## config.mk

```make
export PLATFORM = sky130hd
export DESIGN_NAME = radix_integer_to_ascii
export DESIGN_NICKNAME = d
export VERILOG_FILES = /design/src/rtl/ritoa_pkg.sv /design/src/rtl/ritoa_ram.sv /design/src/rtl/ritoa_queue.sv /design/src/rtl/ritoa_front.sv /design/src/rtl/ritoa_back.sv /design/src/rtl/radix_integer_to_ascii.sv
export SDC_FILE = /design/constraint.sdc
export NUM_CORES = 1
export LEC_CHECK = 0
export ABC_AREA = 0
export BUFFER_PORTS_ARGS = -buffer_cell sky130_fd_sc_hd__buf_2
export CORE_MARGIN = 4
export CORE_UTILIZATION = 25
export CTS_BUF_LIST = sky130_fd_sc_hd__clkbuf_2
export CTS_CLUSTER_SIZE = 28
export DETAILED_ROUTE_END_ITERATION = 12
export GPL_ROUTABILITY_DRIVEN = 0
export PLACE_DENSITY = 0.52
export SYNTH_ARGS = -nofsm -noshare
export SYNTH_HDL_FRONTEND = slang
export SYNTH_SLANG_ARGS = --single-unit
```

## constraint.sdc

```tcl
create_clock -name clk -period 6 [get_ports clk]
set_input_delay 1.2 -clock clk [delete_from_list [all_inputs] [get_ports clk]]
set_output_delay 1.2 -clock clk [all_outputs]
set_load 0.01 [all_outputs]
```

## src/rtl/ritoa_pkg.sv

```systemverilog
// Shared types, constants and helpers for the radix integer-to-ASCII converter.
package ritoa_pkg;

    // Radix register reset value and the valid radix range
    localparam logic [5:0] RADIX_RESET = 6'd10;
    localparam logic [5:0] RADIX_MIN   = 6'd2;
    localparam logic [5:0] RADIX_MAX   = 6'd16;
    localparam logic [5:0] RADIX_DEC   = 6'd10;

    // Register decode: word address bit selecting the radix register
    localparam logic REG_RADIX = 1'b0;

    // Character codes
    localparam logic [6:0] CHAR_ZERO  = 7'h30;
    localparam logic [6:0] CHAR_A     = 7'h41;
    localparam logic [6:0] CHAR_MINUS = 7'h2D;
    localparam logic [6:0] CHAR_NONE  = 7'h00;

    // Quotient bits retired by the divider in one cycle
    localparam int DIV_STEPS = 4;

    // Classification of one accepted value, front to back
    typedef struct packed {
        logic       bad;    // radix outside 2..16
        logic       sign;   // emit a leading minus
        logic [4:0] radix;  // radix for the divider
    } desc_flags_t;

    // One result character
    typedef struct packed {
        logic [6:0] char_code;
        logic       is_empty;
        logic       last;
    } result_t;

    // Back end sequencer states
    typedef enum logic [2:0] {
        BK_IDLE,
        BK_FAIL,
        BK_DIV,
        BK_SIGN,
        BK_READ,
        BK_EMIT
    } back_state_t;

    // Map a digit value to its ASCII character
    function automatic logic [6:0] digit_char(input logic [3:0] d);
        logic [6:0] ch;
        if (d < 4'd10)
        begin
            ch = CHAR_ZERO + {3'b000, d};
        end
        else
        begin
            ch = CHAR_A + {3'b000, d} - 7'd10;
        end
        return ch;
    endfunction

endpackage

```

## src/rtl/ritoa_ram.sv

```systemverilog
// Generic single-write, single-read RAM with registered read data.
module ritoa_ram #(
    parameter int WIDTH = 4,
    parameter int DEPTH = 32
) (
    input  logic                     clk,
    input  logic                     we,
    input  logic [$clog2(DEPTH)-1:0] waddr,
    input  logic [WIDTH-1:0]         wdata,
    input  logic [$clog2(DEPTH)-1:0] raddr,
    output logic [WIDTH-1:0]         rdata
);

    logic [WIDTH-1:0] mem_reg [DEPTH];
    logic [WIDTH-1:0] rdata_reg;

    // Write port and registered read port
    always_ff @(posedge clk)
    begin
        if (we)
        begin
            mem_reg[waddr] <= wdata;
        end
        rdata_reg <= mem_reg[raddr];
    end

    assign rdata = rdata_reg;

endmodule

```

## src/rtl/ritoa_queue.sv

```systemverilog
// Small register-based FIFO used between front and back and at the output.
module ritoa_queue #(
    parameter int WIDTH = 8,
    parameter int DEPTH = 2
) (
    input  logic             clk,
    input  logic             rst_n,
    input  logic             push,
    input  logic [WIDTH-1:0] push_data,
    output logic             full,
    input  logic             pop,
    output logic [WIDTH-1:0] pop_data,
    output logic             empty
);

    localparam int PW  = $clog2(DEPTH);
    localparam int CNW = $clog2(DEPTH + 1);

    logic [WIDTH-1:0] mem_reg [DEPTH];
    logic [PW-1:0]    wr_ptr_reg, wr_ptr_next;
    logic [PW-1:0]    rd_ptr_reg, rd_ptr_next;
    logic [CNW-1:0]   count_reg, count_next;
    logic             do_push, do_pop;

    assign full     = (count_reg == CNW'(DEPTH));
    assign empty    = (count_reg == '0);
    assign do_push  = push && !full;
    assign do_pop   = pop && !empty;
    assign pop_data = mem_reg[rd_ptr_reg];

    // Advance pointers and occupancy
    always_comb
    begin
        wr_ptr_next = wr_ptr_reg;
        rd_ptr_next = rd_ptr_reg;
        count_next  = count_reg;
        if (do_push)
        begin
            wr_ptr_next = (wr_ptr_reg == PW'(DEPTH - 1)) ? '0 : wr_ptr_reg + PW'(1);
        end
        if (do_pop)
        begin
            rd_ptr_next = (rd_ptr_reg == PW'(DEPTH - 1)) ? '0 : rd_ptr_reg + PW'(1);
        end
        case ({do_push, do_pop})
            2'b10:   count_next = count_reg + CNW'(1);
            2'b01:   count_next = count_reg - CNW'(1);
            default: count_next = count_reg;
        endcase
    end

    always_ff @(posedge clk or negedge rst_n)
    begin
        if (!rst_n)
        begin
            wr_ptr_reg <= '0;
            rd_ptr_reg <= '0;
            count_reg  <= '0;
        end
        else
        begin
            wr_ptr_reg <= wr_ptr_next;
            rd_ptr_reg <= rd_ptr_next;
            count_reg  <= count_next;
        end
    end

    // Store the pushed entry
    always_ff @(posedge clk)
    begin
        if (do_push)
        begin
            mem_reg[wr_ptr_reg] <= push_data;
        end
    end

endmodule

```

## src/rtl/ritoa_front.sv

```systemverilog
// Front end: radix register, value intake and classification.
module ritoa_front #(
    parameter int VALUE_BITS = 32
) (
    input  logic                           clk,
    input  logic                           rst_n,
    // register port
    input  logic                           psel,
    input  logic                           penable,
    input  logic                           pwrite,
    input  logic [2:0]                     paddr,
    input  logic [31:0]                    pwdata,
    output logic [31:0]                    prdata,
    output logic                           pready,
    // value intake
    input  logic                           push,
    input  logic signed [VALUE_BITS-1:0]   value,
    output logic                           full,
    // descriptor queue
    input  logic                           desc_full,
    output logic                           desc_push,
    output ritoa_pkg::desc_flags_t         desc_flags,
    output logic [VALUE_BITS-1:0]          desc_mag
);

    logic [5:0]            radix_reg;
    logic                  wr_radix;
    logic                  neg;
    logic                  radix_ok;
    logic [VALUE_BITS-1:0] raw;

    // Register write and read-back
    assign pready   = 1'b1;
    assign wr_radix = psel && penable && pwrite && (paddr[2] == ritoa_pkg::REG_RADIX);
    assign prdata   = (paddr[2] == ritoa_pkg::REG_RADIX) ? {26'd0, radix_reg} : 32'd0;

    always_ff @(posedge clk or negedge rst_n)
    begin
        if (!rst_n)
        begin
            radix_reg <= ritoa_pkg::RADIX_RESET;
        end
        else if (wr_radix)
        begin
            radix_reg <= pwdata[5:0];
        end
    end

    // Classify the incoming value against the current radix
    assign raw      = value;
    assign neg      = raw[VALUE_BITS-1];
    assign radix_ok = (radix_reg >= ritoa_pkg::RADIX_MIN) && (radix_reg <= ritoa_pkg::RADIX_MAX);

    always_comb
    begin
        desc_flags.bad   = !radix_ok;
        desc_flags.sign  = neg && (radix_reg == ritoa_pkg::RADIX_DEC);
        desc_flags.radix = radix_reg[4:0];
        desc_mag         = neg ? (~raw + VALUE_BITS'(1)) : raw;
    end

    // Hand the classified value to the queue
    assign full      = desc_full;
    assign desc_push = push && !desc_full;

endmodule

```

## src/rtl/ritoa_back.sv

```systemverilog
// Back end: iterative radix divider, digit stack and character emitter.
module ritoa_back #(
    parameter int VALUE_BITS = 32
) (
    input  logic                   clk,
    input  logic                   rst_n,
    // descriptor queue
    input  logic                   desc_valid,
    input  ritoa_pkg::desc_flags_t desc_flags,
    input  logic [VALUE_BITS-1:0]  desc_mag,
    output logic                   desc_pop,
    // result queue
    input  logic                   out_full,
    output logic                   out_push,
    output ritoa_pkg::result_t     out_data
);

    localparam int STEPS    = ritoa_pkg::DIV_STEPS;
    localparam int PAD_BITS = ((VALUE_BITS + STEPS - 1) / STEPS) * STEPS;
    localparam int STEP_CNT = PAD_BITS / STEPS;
    localparam int SCW      = (STEP_CNT > 1) ? $clog2(STEP_CNT) : 1;
    localparam int CW       = $clog2(VALUE_BITS + 1);
    localparam int AW       = $clog2(VALUE_BITS);

    ritoa_pkg::back_state_t state_reg, state_next;
    logic [CW-1:0]          cnt_reg, cnt_next;
    logic [SCW-1:0]         step_reg, step_next;
    logic [PAD_BITS-1:0]    quo_reg, quo_next;
    logic [3:0]             rem_reg, rem_next;
    logic [4:0]             radix_reg, radix_next;
    logic                   sign_reg, sign_next;

    logic [PAD_BITS-1:0]    q_step;
    logic [4:0]             r_step;
    logic                   step_last;
    logic                   quo_zero;
    logic [CW-1:0]          cnt_dec;
    logic                   ram_we;
    logic [AW-1:0]          ram_waddr;
    logic [AW-1:0]          ram_raddr;
    logic [3:0]             ram_rdata;

    // Divider: retire STEPS quotient bits per cycle by restoring division
    always_comb
    begin
        q_step = quo_reg;
        r_step = {1'b0, rem_reg};
        for (int k = 0; k < STEPS; k++)
        begin
            r_step = {r_step[3:0], q_step[PAD_BITS-1]};
            q_step = {q_step[PAD_BITS-2:0], 1'b0};
            if (r_step >= radix_reg)
            begin
                r_step    = r_step - radix_reg;
                q_step[0] = 1'b1;
            end
        end
    end

    assign step_last = (step_reg == SCW'(STEP_CNT - 1));
    assign quo_zero  = (q_step == '0);
    assign cnt_dec   = cnt_reg - CW'(1);
    assign ram_waddr = cnt_reg[AW-1:0];
    assign ram_raddr = cnt_dec[AW-1:0];

    // Digit stack, least significant digit at address zero
    ritoa_ram #(
        .WIDTH(4),
        .DEPTH(VALUE_BITS)
    ) u_digits (
        .clk  (clk),
        .we   (ram_we),
        .waddr(ram_waddr),
        .wdata(r_step[3:0]),
        .raddr(ram_raddr),
        .rdata(ram_rdata)
    );

    // Next state
    always_comb
    begin
        state_next = state_reg;
        case (state_reg)
            ritoa_pkg::BK_IDLE:
            begin
                if (desc_valid)
                begin
                    state_next = desc_flags.bad ? ritoa_pkg::BK_FAIL : ritoa_pkg::BK_DIV;
                end
            end
            ritoa_pkg::BK_FAIL:
            begin
                if (!out_full)
                begin
                    state_next = ritoa_pkg::BK_IDLE;
                end
            end
            ritoa_pkg::BK_DIV:
            begin
                if (step_last && quo_zero)
                begin
                    state_next = sign_reg ? ritoa_pkg::BK_SIGN : ritoa_pkg::BK_READ;
                end
            end
            ritoa_pkg::BK_SIGN:
            begin
                if (!out_full)
                begin
                    state_next = ritoa_pkg::BK_READ;
                end
            end
            ritoa_pkg::BK_READ:
            begin
                state_next = ritoa_pkg::BK_EMIT;
            end
            ritoa_pkg::BK_EMIT:
            begin
                if (!out_full)
                begin
                    state_next = (cnt_reg == CW'(1)) ? ritoa_pkg::BK_IDLE : ritoa_pkg::BK_READ;
                end
            end
            default:
            begin
                state_next = ritoa_pkg::BK_IDLE;
            end
        endcase
    end

    // Outputs and datapath updates
    always_comb
    begin
        desc_pop           = 1'b0;
        out_push           = 1'b0;
        out_data.char_code = ritoa_pkg::CHAR_NONE;
        out_data.is_empty  = 1'b0;
        out_data.last      = 1'b0;
        ram_we             = 1'b0;
        cnt_next           = cnt_reg;
        step_next          = step_reg;
        quo_next           = quo_reg;
        rem_next           = rem_reg;
        radix_next         = radix_reg;
        sign_next          = sign_reg;
        case (state_reg)
            ritoa_pkg::BK_IDLE:
            begin
                // Load the next classified value
                desc_pop   = desc_valid;
                cnt_next   = '0;
                step_next  = '0;
                quo_next   = PAD_BITS'(desc_mag);
                rem_next   = '0;
                radix_next = desc_flags.radix;
                sign_next  = desc_flags.sign;
            end
            ritoa_pkg::BK_FAIL:
            begin
                out_push          = !out_full;
                out_data.is_empty = 1'b1;
                out_data.last     = 1'b1;
            end
            ritoa_pkg::BK_DIV:
            begin
                quo_next = q_step;
                rem_next = r_step[3:0];
                if (step_last)
                begin
                    // Store the digit and restart on the quotient
                    ram_we    = 1'b1;
                    cnt_next  = cnt_reg + CW'(1);
                    step_next = '0;
                    rem_next  = '0;
                end
                else
                begin
                    step_next = step_reg + SCW'(1);
                end
            end
            ritoa_pkg::BK_SIGN:
            begin
                out_push           = !out_full;
                out_data.char_code = ritoa_pkg::CHAR_MINUS;
            end
            ritoa_pkg::BK_READ:
            begin
                // Wait for the registered stack read
            end
            ritoa_pkg::BK_EMIT:
            begin
                out_push           = !out_full;
                out_data.char_code = ritoa_pkg::digit_char(ram_rdata);
                out_data.last      = (cnt_reg == CW'(1));
                if (!out_full)
                begin
                    cnt_next = cnt_dec;
                end
            end
            default:
            begin
            end
        endcase
    end

    always_ff @(posedge clk or negedge rst_n)
    begin
        if (!rst_n)
        begin
            state_reg <= ritoa_pkg::BK_IDLE;
            cnt_reg   <= '0;
            step_reg  <= '0;
        end
        else
        begin
            state_reg <= state_next;
            cnt_reg   <= cnt_next;
            step_reg  <= step_next;
        end
    end

    // Divider payload
    always_ff @(posedge clk)
    begin
        quo_reg   <= quo_next;
        rem_reg   <= rem_next;
        radix_reg <= radix_next;
        sign_reg  <= sign_next;
    end

endmodule

```

## src/rtl/radix_integer_to_ascii.sv

```systemverilog
// Each digit is one restoring division of the quotient by the radix; each character is then
// read from the digit stack (BK_READ) and emitted (BK_EMIT). Throughput: one value at a time
// in the back end; the divider, 4 quotient bits per cycle, sets the pace.
// The front accepts into a 2-entry queue, so it takes new values while the back works.
// Reset: radix register returns to 10, both queues empty, back end idle.
module radix_integer_to_ascii #(
    parameter int VALUE_BITS = 32
) (
    input  logic                         clk,
    input  logic                         rst_n,
    // register port
    input  logic                         psel,
    input  logic                         penable,
    input  logic                         pwrite,
    input  logic [2:0]                   paddr,
    input  logic [31:0]                  pwdata,
    output logic [31:0]                  prdata,
    output logic                         pready,
    // value input
    input  logic                         push,
    output logic                         full,
    input  logic signed [VALUE_BITS-1:0] value,
    // character output
    output logic                         empty,
    input  logic                         pop,
    output logic [6:0]                   char_code,
    output logic                         is_empty,
    output logic                         last
);

    localparam int FLAG_BITS = $bits(ritoa_pkg::desc_flags_t);
    localparam int DESC_BITS = FLAG_BITS + VALUE_BITS;
    localparam int RES_BITS  = $bits(ritoa_pkg::result_t);

    logic                   desc_full;
    logic                   desc_push;
    logic                   desc_empty;
    logic                   desc_pop;
    ritoa_pkg::desc_flags_t in_flags;
    ritoa_pkg::desc_flags_t q_flags;
    logic [VALUE_BITS-1:0]  in_mag;
    logic [VALUE_BITS-1:0]  q_mag;
    logic [DESC_BITS-1:0]   desc_wdata;
    logic [DESC_BITS-1:0]   desc_rdata;
    logic                   res_full;
    logic                   res_push;
    ritoa_pkg::result_t     res_in;
    ritoa_pkg::result_t     res_out;

    ritoa_front #(
        .VALUE_BITS(VALUE_BITS)
    ) u_front (
        .clk       (clk),
        .rst_n     (rst_n),
        .psel      (psel),
        .penable   (penable),
        .pwrite    (pwrite),
        .paddr     (paddr),
        .pwdata    (pwdata),
        .prdata    (prdata),
        .pready    (pready),
        .push      (push),
        .value     (value),
        .full      (full),
        .desc_full (desc_full),
        .desc_push (desc_push),
        .desc_flags(in_flags),
        .desc_mag  (in_mag)
    );

    // Queue of classified values between front and back
    assign desc_wdata = {in_flags, in_mag};
    assign q_flags    = desc_rdata[VALUE_BITS +: FLAG_BITS];
    assign q_mag      = desc_rdata[VALUE_BITS-1:0];

    ritoa_queue #(
        .WIDTH(DESC_BITS),
        .DEPTH(2)
    ) u_desc_q (
        .clk      (clk),
        .rst_n    (rst_n),
        .push     (desc_push),
        .push_data(desc_wdata),
        .full     (desc_full),
        .pop      (desc_pop),
        .pop_data (desc_rdata),
        .empty    (desc_empty)
    );

    ritoa_back #(
        .VALUE_BITS(VALUE_BITS)
    ) u_back (
        .clk       (clk),
        .rst_n     (rst_n),
        .desc_valid(!desc_empty),
        .desc_flags(q_flags),
        .desc_mag  (q_mag),
        .desc_pop  (desc_pop),
        .out_full  (res_full),
        .out_push  (res_push),
        .out_data  (res_in)
    );

    // Result queue toward the consumer
    ritoa_queue #(
        .WIDTH(RES_BITS),
        .DEPTH(2)
    ) u_res_q (
        .clk      (clk),
        .rst_n    (rst_n),
        .push     (res_push),
        .push_data(res_in),
        .full     (res_full),
        .pop      (pop),
        .pop_data (res_out),
        .empty    (empty)
    );

    assign char_code = res_out.char_code;
    assign is_empty  = res_out.is_empty;
    assign last      = res_out.last;

endmodule
```

==> reports/results.txt <==
status -> finished, final reports clean
Final Hold Viols -> 0
Max Cap Viol -> 0
worst-path maximum fanout -> 32
overflow left after global routing -> 0
Syn-to-layout area delta -> 14.5%
Final #Nets -> 1171
initial core utilization -> 0.253
antenna violations before repair -> 1
worst hold slack -> 0.355 ns
Synth area leaders -> edfxtp_1 (58%), mux4_2 (5.6%), dfrtp_1 (4.4%)
Hold WC Path Type -> in2async
TNS Setup -> 0 ns
Mapped Cells -> 932
Filler Cell Count -> 5498
cell accounting for the most synthesized area -> edfxtp_1
first-pass GRT wire length -> 45300 um
First-pass DRT Iterations -> 4
WP data arrival -> 6.25 ns
num rows -> 85
Post-synth EDFFs -> 266
pin count of the biggest net entering global routing -> 79
vias in the first global route -> 8226
critical path endpoint category -> flip-flop
met1 Use GR -> 0.124
Final setup viols -> 0
Routed WL -> 28800 um
Seq/Total Area, Yosys -> 0.637
H-tree depth -> 3
Mean Syn Cell Area -> 14.7 um^2
min Tclk post-route -> 5.65 ns
Via density -> 4.36
Largest register FFs -> 128
CTS root buf -> clkbuf_2
GR met2 Demand/Resource -> 0.158
Synth top area share -> 0.583
fin crit share -> 0.942
die width -> 242 um
actual slew at the worst max-slew pin -> 1.00 ns
max-slew violation count -> 0
Distinct cells, synth -> 73
Die Area -> 0.0586 mm^2
Routed WL per cell -> 15.9 um
Setup CP Type -> reg2reg
Synth Flop Type -> edfxtp_1
clock sink count -> 296
Worst-Skew Late Latency -> 0.90 ns
most common cell after layout, fill and taps aside -> edfxtp_1
met3 GRT Util -> 0.0300
PortBufs -> 62
routed vias -> 7914
num ports -> 118
crit start category -> flip-flop
asr flop ratio synth -> 0.0878
Max Buffers Root-to-Sink -> 3
Tot GR Track Use -> 0.0976
DR DRC count -> 0
first-iteration detailed-routing DRC count -> 411
Top Usage Layer GRT -> met2
core box area -> 0.0540 mm^2
die height -> 242 um
R2R Setup Slk -> 0.35 ns
Post-CTS Hold Fix Bufs -> 0
CTS clock-pin slew for the worst setup and hold paths -> 0.12 ns
post-synthesis cell area -> 0.0137 mm^2
CP required -> 6.60 ns
share of cells above drive strength 1 -> 0.277
Final Util -> 0.290
relative slew slack -> 0.333
Synthesis Warnings -> 0
most frequent cells in the layout -> edfxtp_1 (266), clkbuf_2 (110), nand2_1 (62), buf_2 (62), nor2_1 (59)
CTS tree -> yes
DP Wirelength -> 18900 um
Final Skew -> 0.0662 ns
Max Freq -> 0.177 GHz
cts bufs inserted -> 74
Antenna Violating Nets Remaining -> 0
Yosys reg bits -> 296
## final cells by class
class                           count  area [um^2]  area share
Clock buffer                      110          551      0.0351
Tap cell                          696          871      0.0555
Antenna cell                        1         2.50    0.000160
Multi-Input combinational cell    568         4700       0.300
Inverter                           30          113     0.00718
Timing Repair Buffer               92          586      0.0373
Clock inverter                     21          140     0.00894
Sequential cell                   296         8720       0.556
## cell families (layout without fill, tap and decap cells)
logic type | Yosys count | after routing | share of synthesized area
AO/OA/AOI/OAI | 139 | 139 | 0.0642
XOR/XNOR | 51 | 51 | 0.0337
adder cells (fa/ha/maj) | 35 | 35 | 0.0342
buffers and inverters | 93 | 253 | 0.0346
flip-flops | 296 | 296 | 0.637
multiplexers | 105 | 105 | 0.118
other | 2 | 28 | 0.000548
AND/OR/NAND/NOR | 211 | 211 | 0.0782
## worst max-delay path, cell delays in order, from the launching register on
cell	delay (ns)
edfxtp_1	0.42
ha_1	0.32
nand2b_1	0.16
a31oi_2	0.25
o21ai_2	0.09
mux2_2	0.30
ha_1	0.34
a21o_1	0.18
a31oi_1	0.17
o21ai_1	0.12
a211o_1	0.26
a21boi_0	0.14
ha_1	0.35
a21o_1	0.13
a31oi_1	0.05
o21ai_2	0.34
a21oi_1	0.10
a22oi_2	0.23
inv_1	0.06
ha_1	0.32
o21a_1	0.14
o31a_1	0.17
o22ai_2	0.11
buf_4	0.17
buf_4	0.14
nand2_1	0.07
o21ai_2	0.08
buf_12	0.17
## stage by stage
step	instance area (um^2)	cells	setup slack [ns]
2_1_floorplan	13800	957	0.0141
3_5_place_dp	14900	1675	0.0493
3_3_place_gp	14900	1675	0.121
4_1_cts	15600	1806	0.00630
5_1_grt	15700	1814	-0.0545
6_report	15700	1814	0.347
## path summary, 6_finish.rpt
path | start | endpoint | depth (start not counted)
worst max-delay path | u_back.radix_reg[0] | u_back.u_digits.mem_reg[11][0] | 27
max in group asynchronous | rst_n | u_desc_q.rd_ptr_reg | 1
min in group clk | u_back.cnt_reg[5] | u_back.cnt_reg[5] | 1
worst min register to register | u_back.cnt_reg[5] | u_back.cnt_reg[5] | 1
worst min-delay path | rst_n | u_back.cnt_reg[1] | 1
worst max register to register | u_back.radix_reg[0] | u_back.u_digits.mem_reg[11][0] | 27
## layer usage
layer / up-vias / wire length (um)
li1: 3793 / -
met1: 3889 / 12900
met2: 187 / 13800
met3: 45 / 1410
met4: 0 / 658
met5: - / 0
## cells in the mapped netlist (15+ instances only)
library cell	n
a21oi_1	24
buf_4	27
clkbuf_1	30
dfrtp_1	24
edfxtp_1	266
ha_1	31
inv_1	29
mux2_2	31
mux2i_1	34
mux4_2	34
nand2_1	62
nand2b_1	15
nor2_1	62
o21ai_0	44
xnor2_1	41
## timing repair
action	in CTS	in global routing
endpoints found under the setup margin	0	135
buffers inserted	0	7
gates resized for setup	0	10
Power is not shown: default switching activity piles up to over one toggle a cycle in this logic, so the estimate is an artifact.
